**src/hw/rtl/dur_pkg.sv**
```systemverilog
// Shared types and constants for the dual UART register block.
package dur_pkg;

    // Transmit ring sizing, per UART.
    localparam int TX_RING_DEPTH = 64;
    localparam int RING_PTR_W    = (TX_RING_DEPTH > 1) ? $clog2(TX_RING_DEPTH) : 1;
    localparam int RING_CNT_W    = $clog2(TX_RING_DEPTH + 1);
    localparam int RING_ADDR_W   = $clog2(2 * TX_RING_DEPTH);

    // Address windows; each window is 1 KiB and aligned to its size.
    localparam logic [31:0] UART0_BASE = 32'h4001_3800;
    localparam logic [31:0] UART1_BASE = 32'h4000_4400;
    localparam int          WIN_LSB    = 10;

    // Register indices (byte offset divided by four).
    localparam logic [3:0] REG_CR1  = 4'd0;
    localparam logic [3:0] REG_CR2  = 4'd1;
    localparam logic [3:0] REG_CR3  = 4'd2;
    localparam logic [3:0] REG_BRR  = 4'd3;
    localparam logic [3:0] REG_GTPR = 4'd4;
    localparam logic [3:0] REG_RTOR = 4'd5;
    localparam logic [3:0] REG_RQR  = 4'd6;
    localparam logic [3:0] REG_ISR  = 4'd7;
    localparam logic [3:0] REG_ICR  = 4'd8;
    localparam logic [3:0] REG_RDR  = 4'd9;
    localparam logic [3:0] REG_TDR  = 4'd10;

    // Register memory address: unit bit above the register index.
    localparam int REG_ADDR_W = 5;

    // Data registers keep nine bits.
    localparam int DATA_W = 9;

    // Status flag positions in ISR and in the compact flag vector.
    localparam int ISR_RXNE_BIT = 5;
    localparam int ISR_TC_BIT   = 6;
    localparam int ISR_TXE_BIT  = 7;
    localparam int FLG_RXNE     = 0;
    localparam int FLG_TC       = 1;
    localparam int FLG_TXE      = 2;
    localparam logic [2:0] FLAGS_RESET = 3'b110;

    // Request kinds.
    typedef enum logic [1:0] {
        REQ_READ    = 2'd0,
        REQ_WRITE   = 2'd1,
        REQ_POP     = 2'd2,
        REQ_DELIVER = 2'd3
    } req_kind_t;

    // Where the result of a request comes from, in the cycle after acceptance.
    typedef enum logic [2:0] {
        SRC_ZERO,
        SRC_MEM,
        SRC_STATUS,
        SRC_IRQ,
        SRC_POP
    } res_src_t;

    // Register memory access for one request.
    typedef struct packed {
        logic                  rd_en;
        logic [REG_ADDR_W-1:0] rd_addr;
        logic                  wr_en;
        logic [REG_ADDR_W-1:0] wr_addr;
        logic [31:0]           wr_data;
    } reg_req_t;

    // Transmit ring access for one request.
    typedef struct packed {
        logic       push;
        logic       pop;
        logic       unit;
        logic [7:0] data;
    } ring_req_t;

endpackage

```
**src/hw/rtl/dual_uart_register_block_unit.sv**
```systemverilog
// Top level of the dual UART register block: decode, status flags and result pipeline.
//
// The block takes one request per cycle when the output side is ready and returns
// exactly one result for each, through the first stage and the output register.
// Control, baud, guard, timeout, request and data registers of both UARTs sit in one
// register memory, and the transmit rings in a second memory; both have a registered
// read. All writes land at acceptance, so a request sees every earlier request's
// effect. Status flags and ring pointers are kept in flip-flops. No clearing pass
// follows reset.
module dual_uart_register_block_unit
    import dur_pkg::*;
(
    input  logic        clk,
    input  logic        rst_n,
    // Fields from bit 0: bus_address[31:0], write_data[31:0], unit_select, zero pad.
    input  logic [71:0] s_axis_tdata,
    // Fields from bit 0: req_type[1:0].
    input  logic [1:0]  s_axis_tuser,
    input  logic        s_axis_tvalid,
    output logic        s_axis_tready,
    // Fields from bit 0: read_data[31:0], tx_byte[7:0], tx_byte_valid,
    // irq_first_uart, irq_second_uart, zero pad.
    output logic [47:0] m_axis_tdata,
    output logic        m_axis_tvalid,
    input  logic        m_axis_tready
);

    // Input fields.
    logic [31:0] bus_address;
    logic [31:0] write_data;
    logic        unit_select;
    req_kind_t   req_type;

    assign bus_address = s_axis_tdata[31:0];
    assign write_data  = s_axis_tdata[63:32];
    assign unit_select = s_axis_tdata[64];
    assign req_type    = req_kind_t'(s_axis_tuser);

    // Pipeline control.
    logic in_fire;
    logic s1_adv;
    logic s1_valid_reg;
    logic out_valid_reg;

    assign s1_adv        = s1_valid_reg && (!out_valid_reg || m_axis_tready);
    assign s_axis_tready = !s1_valid_reg || s1_adv;
    assign in_fire       = s_axis_tvalid && s_axis_tready;

    // Address decode.
    logic       hit0;
    logic       hit1;
    logic       addr_unit;
    logic [3:0] reg_idx;
    logic       reg_ok;

    always_comb
    begin
        hit0      = bus_address[31:WIN_LSB] == UART0_BASE[31:WIN_LSB];
        hit1      = bus_address[31:WIN_LSB] == UART1_BASE[31:WIN_LSB];
        addr_unit = hit1;
        reg_idx   = bus_address[5:2];
        reg_ok    = (hit0 || hit1) && (bus_address[WIN_LSB-1:6] == '0)
                    && (bus_address[1:0] == 2'b00) && (reg_idx <= REG_TDR);
    end

    // Status flags per UART: RXNE, TC, TXE.
    logic [2:0] flags_reg  [2];
    logic [2:0] flags_next [2];

    // Request decode: memory accesses, ring access, flag updates, result source.
    reg_req_t  reg_req;
    ring_req_t ring_req;
    res_src_t  src_next;
    logic      unit_next;

    always_comb
    begin
        reg_req       = '0;
        ring_req      = '0;
        src_next      = SRC_ZERO;
        unit_next     = addr_unit;
        flags_next[0] = flags_reg[0];
        flags_next[1] = flags_reg[1];
        ring_req.unit = unit_select;
        ring_req.data = write_data[7:0];
        if (in_fire)
        begin
            unique case (req_type)
                REQ_READ:
                begin
                    if (reg_ok)
                    begin
                        priority if (reg_idx == REG_ISR)
                        begin
                            src_next = SRC_STATUS;
                        end
                        else if (reg_idx == REG_ICR)
                        begin
                            src_next = SRC_ZERO;
                        end
                        else
                        begin
                            src_next        = SRC_MEM;
                            reg_req.rd_en   = 1'b1;
                            reg_req.rd_addr = {addr_unit, reg_idx};
                            if (reg_idx == REG_RDR)
                            begin
                                flags_next[addr_unit][FLG_RXNE] = 1'b0;
                            end
                        end
                    end
                end
                REQ_WRITE:
                begin
                    if (reg_ok)
                    begin
                        priority if (reg_idx <= REG_RQR)
                        begin
                            reg_req.wr_en   = 1'b1;
                            reg_req.wr_addr = {addr_unit, reg_idx};
                            reg_req.wr_data = write_data;
                        end
                        else if (reg_idx == REG_ICR)
                        begin
                            flags_next[addr_unit] = flags_reg[addr_unit] &
                                ~{write_data[ISR_TXE_BIT], write_data[ISR_TC_BIT],
                                  write_data[ISR_RXNE_BIT]};
                        end
                        else if (reg_idx == REG_TDR)
                        begin
                            reg_req.wr_en   = 1'b1;
                            reg_req.wr_addr = {addr_unit, REG_TDR};
                            reg_req.wr_data = {{(32-DATA_W){1'b0}}, write_data[DATA_W-1:0]};
                            reg_req.rd_en   = 1'b1;
                            reg_req.rd_addr = {addr_unit, REG_CR1};
                            ring_req.push   = 1'b1;
                            ring_req.unit   = addr_unit;
                            flags_next[addr_unit][FLG_TXE] = 1'b1;
                            flags_next[addr_unit][FLG_TC]  = 1'b1;
                            src_next        = SRC_IRQ;
                        end
                        else
                        begin
                            // ISR and RDR are read only.
                            src_next = SRC_ZERO;
                        end
                    end
                end
                REQ_POP:
                begin
                    ring_req.pop = 1'b1;
                    src_next     = SRC_POP;
                end
                REQ_DELIVER:
                begin
                    reg_req.wr_en   = 1'b1;
                    reg_req.wr_addr = {unit_select, REG_RDR};
                    reg_req.wr_data = {{(32-DATA_W){1'b0}}, write_data[DATA_W-1:0]};
                    flags_next[unit_select][FLG_RXNE] = 1'b1;
                end
                default:
                begin
                    src_next = SRC_ZERO;
                end
            endcase
        end
    end

    // Storage.
    logic [31:0] mem_rd_data;
    logic [7:0]  pop_byte;
    logic        pop_hit;

    dur_regfile u_regfile (
        .clk     (clk),
        .rst_n   (rst_n),
        .req     (reg_req),
        .rd_data (mem_rd_data)
    );

    dur_tx_ring u_tx_ring (
        .clk      (clk),
        .rst_n    (rst_n),
        .req      (ring_req),
        .pop_byte (pop_byte),
        .pop_hit  (pop_hit)
    );

    // First stage: what the result is made of, captured at acceptance.
    res_src_t   s1_src_reg;
    logic       s1_unit_reg;
    logic [2:0] s1_flags_reg;

    always_ff @(posedge clk)
    begin
        if (in_fire)
        begin
            s1_src_reg   <= src_next;
            s1_unit_reg  <= unit_next;
            s1_flags_reg <= flags_reg[addr_unit];
        end
    end

    // Control registers: flags and stage valid bits.
    always_ff @(posedge clk or negedge rst_n)
    begin
        if (!rst_n)
        begin
            flags_reg[0]  <= FLAGS_RESET;
            flags_reg[1]  <= FLAGS_RESET;
            s1_valid_reg  <= 1'b0;
            out_valid_reg <= 1'b0;
        end
        else
        begin
            flags_reg[0] <= flags_next[0];
            flags_reg[1] <= flags_next[1];
            if (in_fire)
            begin
                s1_valid_reg <= 1'b1;
            end
            else if (s1_adv)
            begin
                s1_valid_reg <= 1'b0;
            end
            if (s1_adv)
            begin
                out_valid_reg <= 1'b1;
            end
            else if (m_axis_tready)
            begin
                out_valid_reg <= 1'b0;
            end
        end
    end

    // Result assembly from the memory read data, the ring read data and the captured flags.
    logic [31:0] res_read;
    logic [7:0]  res_byte;
    logic        res_byte_valid;
    logic        res_irq;
    logic [47:0] res_word;

    always_comb
    begin
        res_read       = 32'd0;
        res_byte       = 8'd0;
        res_byte_valid = 1'b0;
        res_irq        = 1'b0;
        unique case (s1_src_reg)
            SRC_MEM:
            begin
                res_read = mem_rd_data;
            end
            SRC_STATUS:
            begin
                res_read[ISR_RXNE_BIT] = s1_flags_reg[FLG_RXNE];
                res_read[ISR_TC_BIT]   = s1_flags_reg[FLG_TC];
                res_read[ISR_TXE_BIT]  = s1_flags_reg[FLG_TXE];
            end
            SRC_IRQ:
            begin
                res_irq = mem_rd_data[ISR_TXE_BIT] || mem_rd_data[ISR_TC_BIT];
            end
            SRC_POP:
            begin
                res_byte       = pop_byte;
                res_byte_valid = pop_hit;
            end
            default:
            begin
                res_read = 32'd0;
            end
        endcase
        res_word = {5'd0, res_irq && s1_unit_reg, res_irq && !s1_unit_reg,
                    res_byte_valid, res_byte, res_read};
    end

    // Output register.
    logic [47:0] out_data_reg;

    always_ff @(posedge clk)
    begin
        if (s1_adv)
        begin
            out_data_reg <= res_word;
        end
    end

    assign m_axis_tdata  = out_data_reg;
    assign m_axis_tvalid = out_valid_reg;

endmodule

```
**src/hw/rtl/dur_regfile.sv**
```systemverilog
// Register memory for both UARTs, with per-entry valid bits for the reset value.
module dur_regfile
    import dur_pkg::*;
(
    input  logic        clk,
    input  logic        rst_n,
    input  reg_req_t    req,
    output logic [31:0] rd_data
);

    localparam int ENTRIES = 2 ** REG_ADDR_W;

    logic [31:0]        mem [ENTRIES];
    logic [ENTRIES-1:0] valid_reg;
    logic [31:0]        rd_raw_reg;
    logic               rd_valid_reg;

    // Write port and registered read port.
    always_ff @(posedge clk)
    begin
        if (req.wr_en)
        begin
            mem[req.wr_addr] <= req.wr_data;
        end
        if (req.rd_en)
        begin
            rd_raw_reg <= mem[req.rd_addr];
        end
    end

    // Entries never written read as zero.
    always_ff @(posedge clk or negedge rst_n)
    begin
        if (!rst_n)
        begin
            valid_reg    <= '0;
            rd_valid_reg <= 1'b0;
        end
        else
        begin
            if (req.wr_en)
            begin
                valid_reg[req.wr_addr] <= 1'b1;
            end
            if (req.rd_en)
            begin
                rd_valid_reg <= valid_reg[req.rd_addr];
            end
        end
    end

    assign rd_data = rd_valid_reg ? rd_raw_reg : 32'd0;

endmodule

```
**src/hw/rtl/dur_tx_ring.sv**
```systemverilog
// Transmit byte rings for both UARTs in one memory, with head, tail and fill count.
module dur_tx_ring
    import dur_pkg::*;
(
    input  logic       clk,
    input  logic       rst_n,
    input  ring_req_t  req,
    output logic [7:0] pop_byte,
    output logic       pop_hit
);

    localparam logic [RING_PTR_W-1:0] PTR_LAST  = RING_PTR_W'(TX_RING_DEPTH - 1);
    localparam logic [RING_CNT_W-1:0] CNT_FULL  = RING_CNT_W'(TX_RING_DEPTH);
    localparam logic [RING_ADDR_W-1:0] UNIT_OFS = RING_ADDR_W'(TX_RING_DEPTH);

    logic [7:0]            mem [2 * TX_RING_DEPTH];
    logic [RING_PTR_W-1:0] head_reg  [2];
    logic [RING_PTR_W-1:0] tail_reg  [2];
    logic [RING_CNT_W-1:0] count_reg [2];
    logic [7:0]            pop_byte_reg;
    logic                  pop_hit_reg;

    logic [RING_PTR_W-1:0]  head_cur;
    logic [RING_PTR_W-1:0]  tail_cur;
    logic [RING_CNT_W-1:0]  count_cur;
    logic                   do_push;
    logic                   do_pop;
    logic [RING_ADDR_W-1:0] push_addr;
    logic [RING_ADDR_W-1:0] pop_addr;

    // Pointer selection and full / empty checks for the addressed UART.
    always_comb
    begin
        head_cur  = head_reg[req.unit];
        tail_cur  = tail_reg[req.unit];
        count_cur = count_reg[req.unit];
        do_push   = req.push && (count_cur != CNT_FULL);
        do_pop    = req.pop && (count_cur != '0);
        push_addr = (req.unit ? UNIT_OFS : '0) + RING_ADDR_W'(head_cur);
        pop_addr  = (req.unit ? UNIT_OFS : '0) + RING_ADDR_W'(tail_cur);
    end

    // Byte storage: write on push, registered read on pop.
    always_ff @(posedge clk)
    begin
        if (do_push)
        begin
            mem[push_addr] <= req.data;
        end
        if (req.pop)
        begin
            pop_byte_reg <= mem[pop_addr];
        end
    end

    // Ring pointers and the hit flag that travels with the read data.
    always_ff @(posedge clk or negedge rst_n)
    begin
        if (!rst_n)
        begin
            head_reg[0]  <= '0;
            head_reg[1]  <= '0;
            tail_reg[0]  <= '0;
            tail_reg[1]  <= '0;
            count_reg[0] <= '0;
            count_reg[1] <= '0;
            pop_hit_reg  <= 1'b0;
        end
        else
        begin
            if (do_push)
            begin
                head_reg[req.unit]  <= (head_cur == PTR_LAST) ? '0 : head_cur + 1'b1;
                count_reg[req.unit] <= count_cur + 1'b1;
            end
            if (do_pop)
            begin
                tail_reg[req.unit]  <= (tail_cur == PTR_LAST) ? '0 : tail_cur + 1'b1;
                count_reg[req.unit] <= count_cur - 1'b1;
            end
            if (req.pop)
            begin
                pop_hit_reg <= do_pop;
            end
        end
    end

    assign pop_byte = pop_hit_reg ? pop_byte_reg : 8'd0;
    assign pop_hit  = pop_hit_reg;

endmodule
```
**config.mk**
```make
export PLATFORM = sky130hd
export DESIGN_NAME = dual_uart_register_block_unit
export DESIGN_NICKNAME = d
export VERILOG_FILES = /design/src/hw/rtl/dur_pkg.sv /design/src/hw/rtl/dual_uart_register_block_unit.sv /design/src/hw/rtl/dur_regfile.sv /design/src/hw/rtl/dur_tx_ring.sv
export SDC_FILE = /design/constraint.sdc
export NUM_CORES = 2
export LEC_CHECK = 0
export BUFFER_PORTS_ARGS = -buffer_cell sky130_fd_sc_hd__buf_2
export CAP_MARGIN = 15
export CORE_ASPECT_RATIO = 0.5
export CORE_MARGIN = 2
export CORE_UTILIZATION = 30
export CTS_BUF_LIST = sky130_fd_sc_hd__clkbuf_16
export DETAILED_ROUTE_END_ITERATION = 10
export GPL_TIMING_DRIVEN = 0
export PLACE_DENSITY = 0.49
export SLEW_MARGIN = 20
export SYNTH_ARGS = -nofsm -noshare
export SYNTH_HDL_FRONTEND = slang
export SYNTH_HIERARCHICAL = 1
export SYNTH_SLANG_ARGS = --single-unit
```
**constraint.sdc**
```tcl
create_clock -name clk -period 4.1 [get_ports clk]
set_clock_uncertainty 0.05 [all_clocks]
set_input_delay 0.205 -clock clk [delete_from_list [all_inputs] [get_ports clk]]
set_output_delay 0.205 -clock clk [all_outputs]
set_load 0.1 [all_outputs]
```
==> impl_metrics.py <==
metrics = {
    "run_status": {
        "status": "finished, violations left",
        "violations": "hold timing, setup timing",
    },
    "worst_setup_path": {
        "start_kind": "flop",
        "r2r_start": "m_axis_tvalid",
        "reg2reg_to": "u_tx_ring/pop_byte_reg[3]",
        "critPathBufInv": 5,
        "critPathLaunch": "m_axis_tvalid",
        "r2r_slack_ns": -0.54,
        "slowest_stage": "nor4_4",
        "critPathKind": "reg2reg",
        "cpPeakStageDelay_ns": 0.68,
        "cp_cell_sequence": "and3b_2 -> a2111oi_4 -> nand4_1 -> o21ai_2 -> nand2_4 -> buf_12 -> buf_4 -> buf_12 -> o32ai_4 -> buf_6 -> buf_4 -> nand3_1 -> nand4_1 -> o211ai_1 -> nor4_4 -> a21oi_4",
        "cp.depth": 16,
        "crit_family": "simple AND/OR/NAND/NOR gates",
        "cp_data_required_time_ns": 4.60,
        "r2r_cells": 16,
        "path_max_fanout": 10,
        "worstSetupEndpointType": "flop",
        "worst_ep_arrival_time_ns": 5.13,
        "critPathCapture": "u_tx_ring/pop_byte_reg[3]",
    },
    "placed_design": {
        "post-place-cells": 9242,
        "hpwl_mm": 197,
        "place_congestion": 0.939,
        "io_buffers": 114,
        "preCtsSetupSlack_ns": -2.93,
    },
    "grt": {
        "grt_pass1_wl_mm": 405,
        "gr-usage-met2_pct": 31.1,
        "grt_usage_pct": 19.3,
        "grt_util_met1_pct": 26.3,
        "grt_start_max_net_pins": 93,
        "met3_usage_pct": 3.45,
        "antenna_found_initial": 17,
        "top_usage_layer": "met2",
        "overflow": 0,
        "grt_pass1_vias": 49565,
    },
    "synthesis": {
        "seq_area_frac_synth_pct": 75.3,
        "synth_area_sq_mm": 0.0880,
        "yosysTopAreaCellShare_pct": 73.0,
        "synthFlopType": "edfxtp_1",
        "syn_area_per_cell_sq_um": 17.1,
        "synth_cell_types": 86,
        "yosysTopAreaCell": "edfxtp_1",
        "synth_seq_cells": 2218,
        "netlist_instances": 5134,
        "synth-edff-count": 2138,
        "synth_area_leaders": "edfxtp_1 (73%), mux4_2 (8.7%), nand2_1 (3.4%)",
        "async_flop_share_pct": 3.61,
        "ys_warn_count": 6,
    },
    "timing": {
        "slew_violations": 0,
        "rsz0062_at_grt": "true",
        "fmaxAchievable_mhz": 216,
        "hold_violations": 27,
        "period_share_pct": 113,
        "setup_slack_ns": -0.536,
        "worst_slew_pin_slew_ns": 1.10,
        "layout_min_cycle_time_ns": 4.64,
        "setup_viol": 857,
        "hold_ws_ns": -0.0194,
        "relSlewSlack_pct": 26.7,
    },
    "power_and_ir_drop": {
        "power.internal_w": 0.0396,
        "switching_share_pct": 31.3,
        "pwr-share-seq_pct": 43.4,
        "ir_drop_mv": 0.303,
        "pwr_density_cell_mw_per_mm2": 534,
        "p_clk_share_pct": 33.0,
        "p_leak_nw": 32.4,
        "power_frac_comb_pct": 23.6,
        "power.switching_w": 0.0181,
    },
    "cells_and_area": {
        "drive_gt1_share_pct": 28.7,
        "area_growth_pct": 22.7,
        "final_cells": 9809,
        "fillCellCount": 27082,
        "nNetsFinal": 5823,
    },
    "drt": {
        "vias": 51334,
        "drt_iter0_markers": 5959,
        "routed_wl_mm": 296,
        "first_pass_iters": 6,
        "ant_nets": 0,
        "post-route-drc-count": 0,
        "avgRoutedWirePerCell_microns": 30.2,
        "viasPerCell": 5.23,
    },
    "floorplan": {
        "fp-row-count": 140,
        "io_pins": 128,
        "core_area_sq_mm": 0.291,
        "die_x_microns": 770,
        "dieArea_sq_mm": 0.298,
        "start_util_pct": 30.2,
        "die-height_microns": 387,
    },
    "clock_tree": {
        "cts_buffers": 216,
        "clock_path_buffers": 4,
        "htree_levels": 4,
        "root_buffer": "clkbuf_16",
        "clk_pin_slew_worst_paths_ns": 0.06,
        "tritoncts": "yes",
        "insertion_delay_ns": 0.86,
        "clkSinkCount": 2218,
    },
    "worst_hold_path": {
        "min_path_type": "in2reg",
    },
    "run": {
        "maxCapViolCount": 0,
    },
}
==> synthesized netlist by cell type (6+ instances only) <==
library cell / instances
o2111ai_1: 10
or3_1: 9
nand2_1: 808
a32o_1: 9
or2_2: 33
nor4_1: 13
xnor2_1: 11
buf_1: 15
xor2_1: 11
buf_4: 26
a311oi_1: 17
o21ai_1: 10
a32oi_1: 42
a221oi_1: 6
buf_2: 135
o31ai_1: 6
buf_6: 21
mux2_2: 41
a211oi_1: 20
nor2b_1: 12
clkbuf_1: 97
o211ai_1: 7
nor3_1: 14
o22ai_1: 11
inv_1: 20
mux4_2: 340
nand2b_1: 12
and2_1: 114
nand4_1: 17
o21ai_0: 40
a221oi_2: 6
a22oi_1: 12
a31oi_1: 34
dfrtp_1: 76
edfxtp_1: 2138
nand3_1: 358
a21oi_1: 87
nor2_1: 212
mux2i_1: 171
nand3b_1: 7
and3_1: 22
==> power groups by stage <==
stage / clock, W / sequential [W] / combinational (W)
4_1_cts: 0.0194 / 0.0250 / 0.0125
2_1_floorplan: 0 / 0.0257 / 0.00516
6_report: 0.0190 / 0.0250 / 0.0136
3_5_place_dp: 0 / 0.0255 / 0.0108
5_1_grt: 0.0202 / 0.0250 / 0.0138
3_3_place_gp: 0 / 0.0255 / 0.0107
==> through the flow <==
step / utilization (%) / TNS (ns) / total power [W] / area, sq um
2_1_floorplan: - / -209.64 / 0.0308 / 88200
3_3_place_gp: 32.1 / -3682.98 / 0.0362 / 93600
3_5_place_dp: 32.8 / -2349.97 / 0.0363 / 95700
4_1_cts: 36.6 / -184.05 / 0.0569 / 107000
5_1_grt: 37.0 / -226.08 / 0.0590 / 108000
6_report: 37.0 / -92.59 / 0.0576 / 108000
==> how the worst min path moves through the flow <==
stage                       endpoint  slack (ns)  cells after the start              from
3_5_place_dp       u_tx_ring/pop_hit        0.11                      1             rst_n
3_3_place_gp            s1_valid_reg        0.38                      3     s_axis_tvalid
4_1_cts                 flags_reg[5]       0.004                      6   s_axis_tdata[5]
6_report       u_regfile/mem[26][26]       -0.02                      2  s_axis_tdata[58]
2_1_floorplan           flags_reg[0]       -0.14                      0             rst_n
5_1_grt        u_regfile/mem[16][22]       0.001                      2  s_axis_tdata[54]
==> metal layers <==
layer  routed length, microns  share of wire, %
met4                    12600               4.3
met1                   121000                41
met2                   138000                47
met3                    23700               8.0
met5                       34             0.011
==> timing repair <==
item / in CTS / in global routing
cloned: 2 / 3
pin swaps: 80 / 59
setup buffers: 103 / 44
endpoints found under the setup margin: 2380 / 1270
gates resized for setup: 810 / 168
endpoints found under the hold margin: 526 / 16
hold buffers: 33 / 2
==> area by class of cell <==
class	count	area [sq um]	share of cell area, %
Sequential cell	2218	66200	61.3
Inverter	22	110	0.102
Clock inverter	154	1000	0.929
Clock buffer	219	5480	5.08
Buffer	292	2860	2.65
Timing Repair Buffer	386	4610	4.27
Multi-Input combinational cell	2604	22800	21.1
Antenna cell	9	22.5	0.0209
Tap cell	3905	4890	4.53
==> logic make-up (layout without fill, tap and decap cells) <==
group                      count (synthesis)  in the layout  synth area share [%]
other                                      1             14               0.00426
buffers and inverters                    316           1073                  1.83
and+or+nand+nor                         1663           1663                  8.50
DFF                                     2218           2218                  75.3
xor gates and xnor gates                  22             22                 0.219
AOI/OAI and AO/OA                        352            352                  2.83
adders and majority gates                  5              5                0.0711
muxes                                    557            557                  11.3
==> placed cells by master (no fill, tap or decap), types with 45 or more instances in the layout <==
cell type  count
edfxtp_1    2138
nand2_1      794
nand3_1      345
mux4_2       340
clkbuf_16    222
buf_4        165
mux2i_1      157
nor2_4       141
buf_2        124
buf_12        97
and2_1        96
buf_6         82
inv_1         76
dfrtp_1       75
a21oi_1       71
buf_16        49
nor2_1        45
clkbuf_4      45
Note: power is estimated with default switching activity, not from simulation.
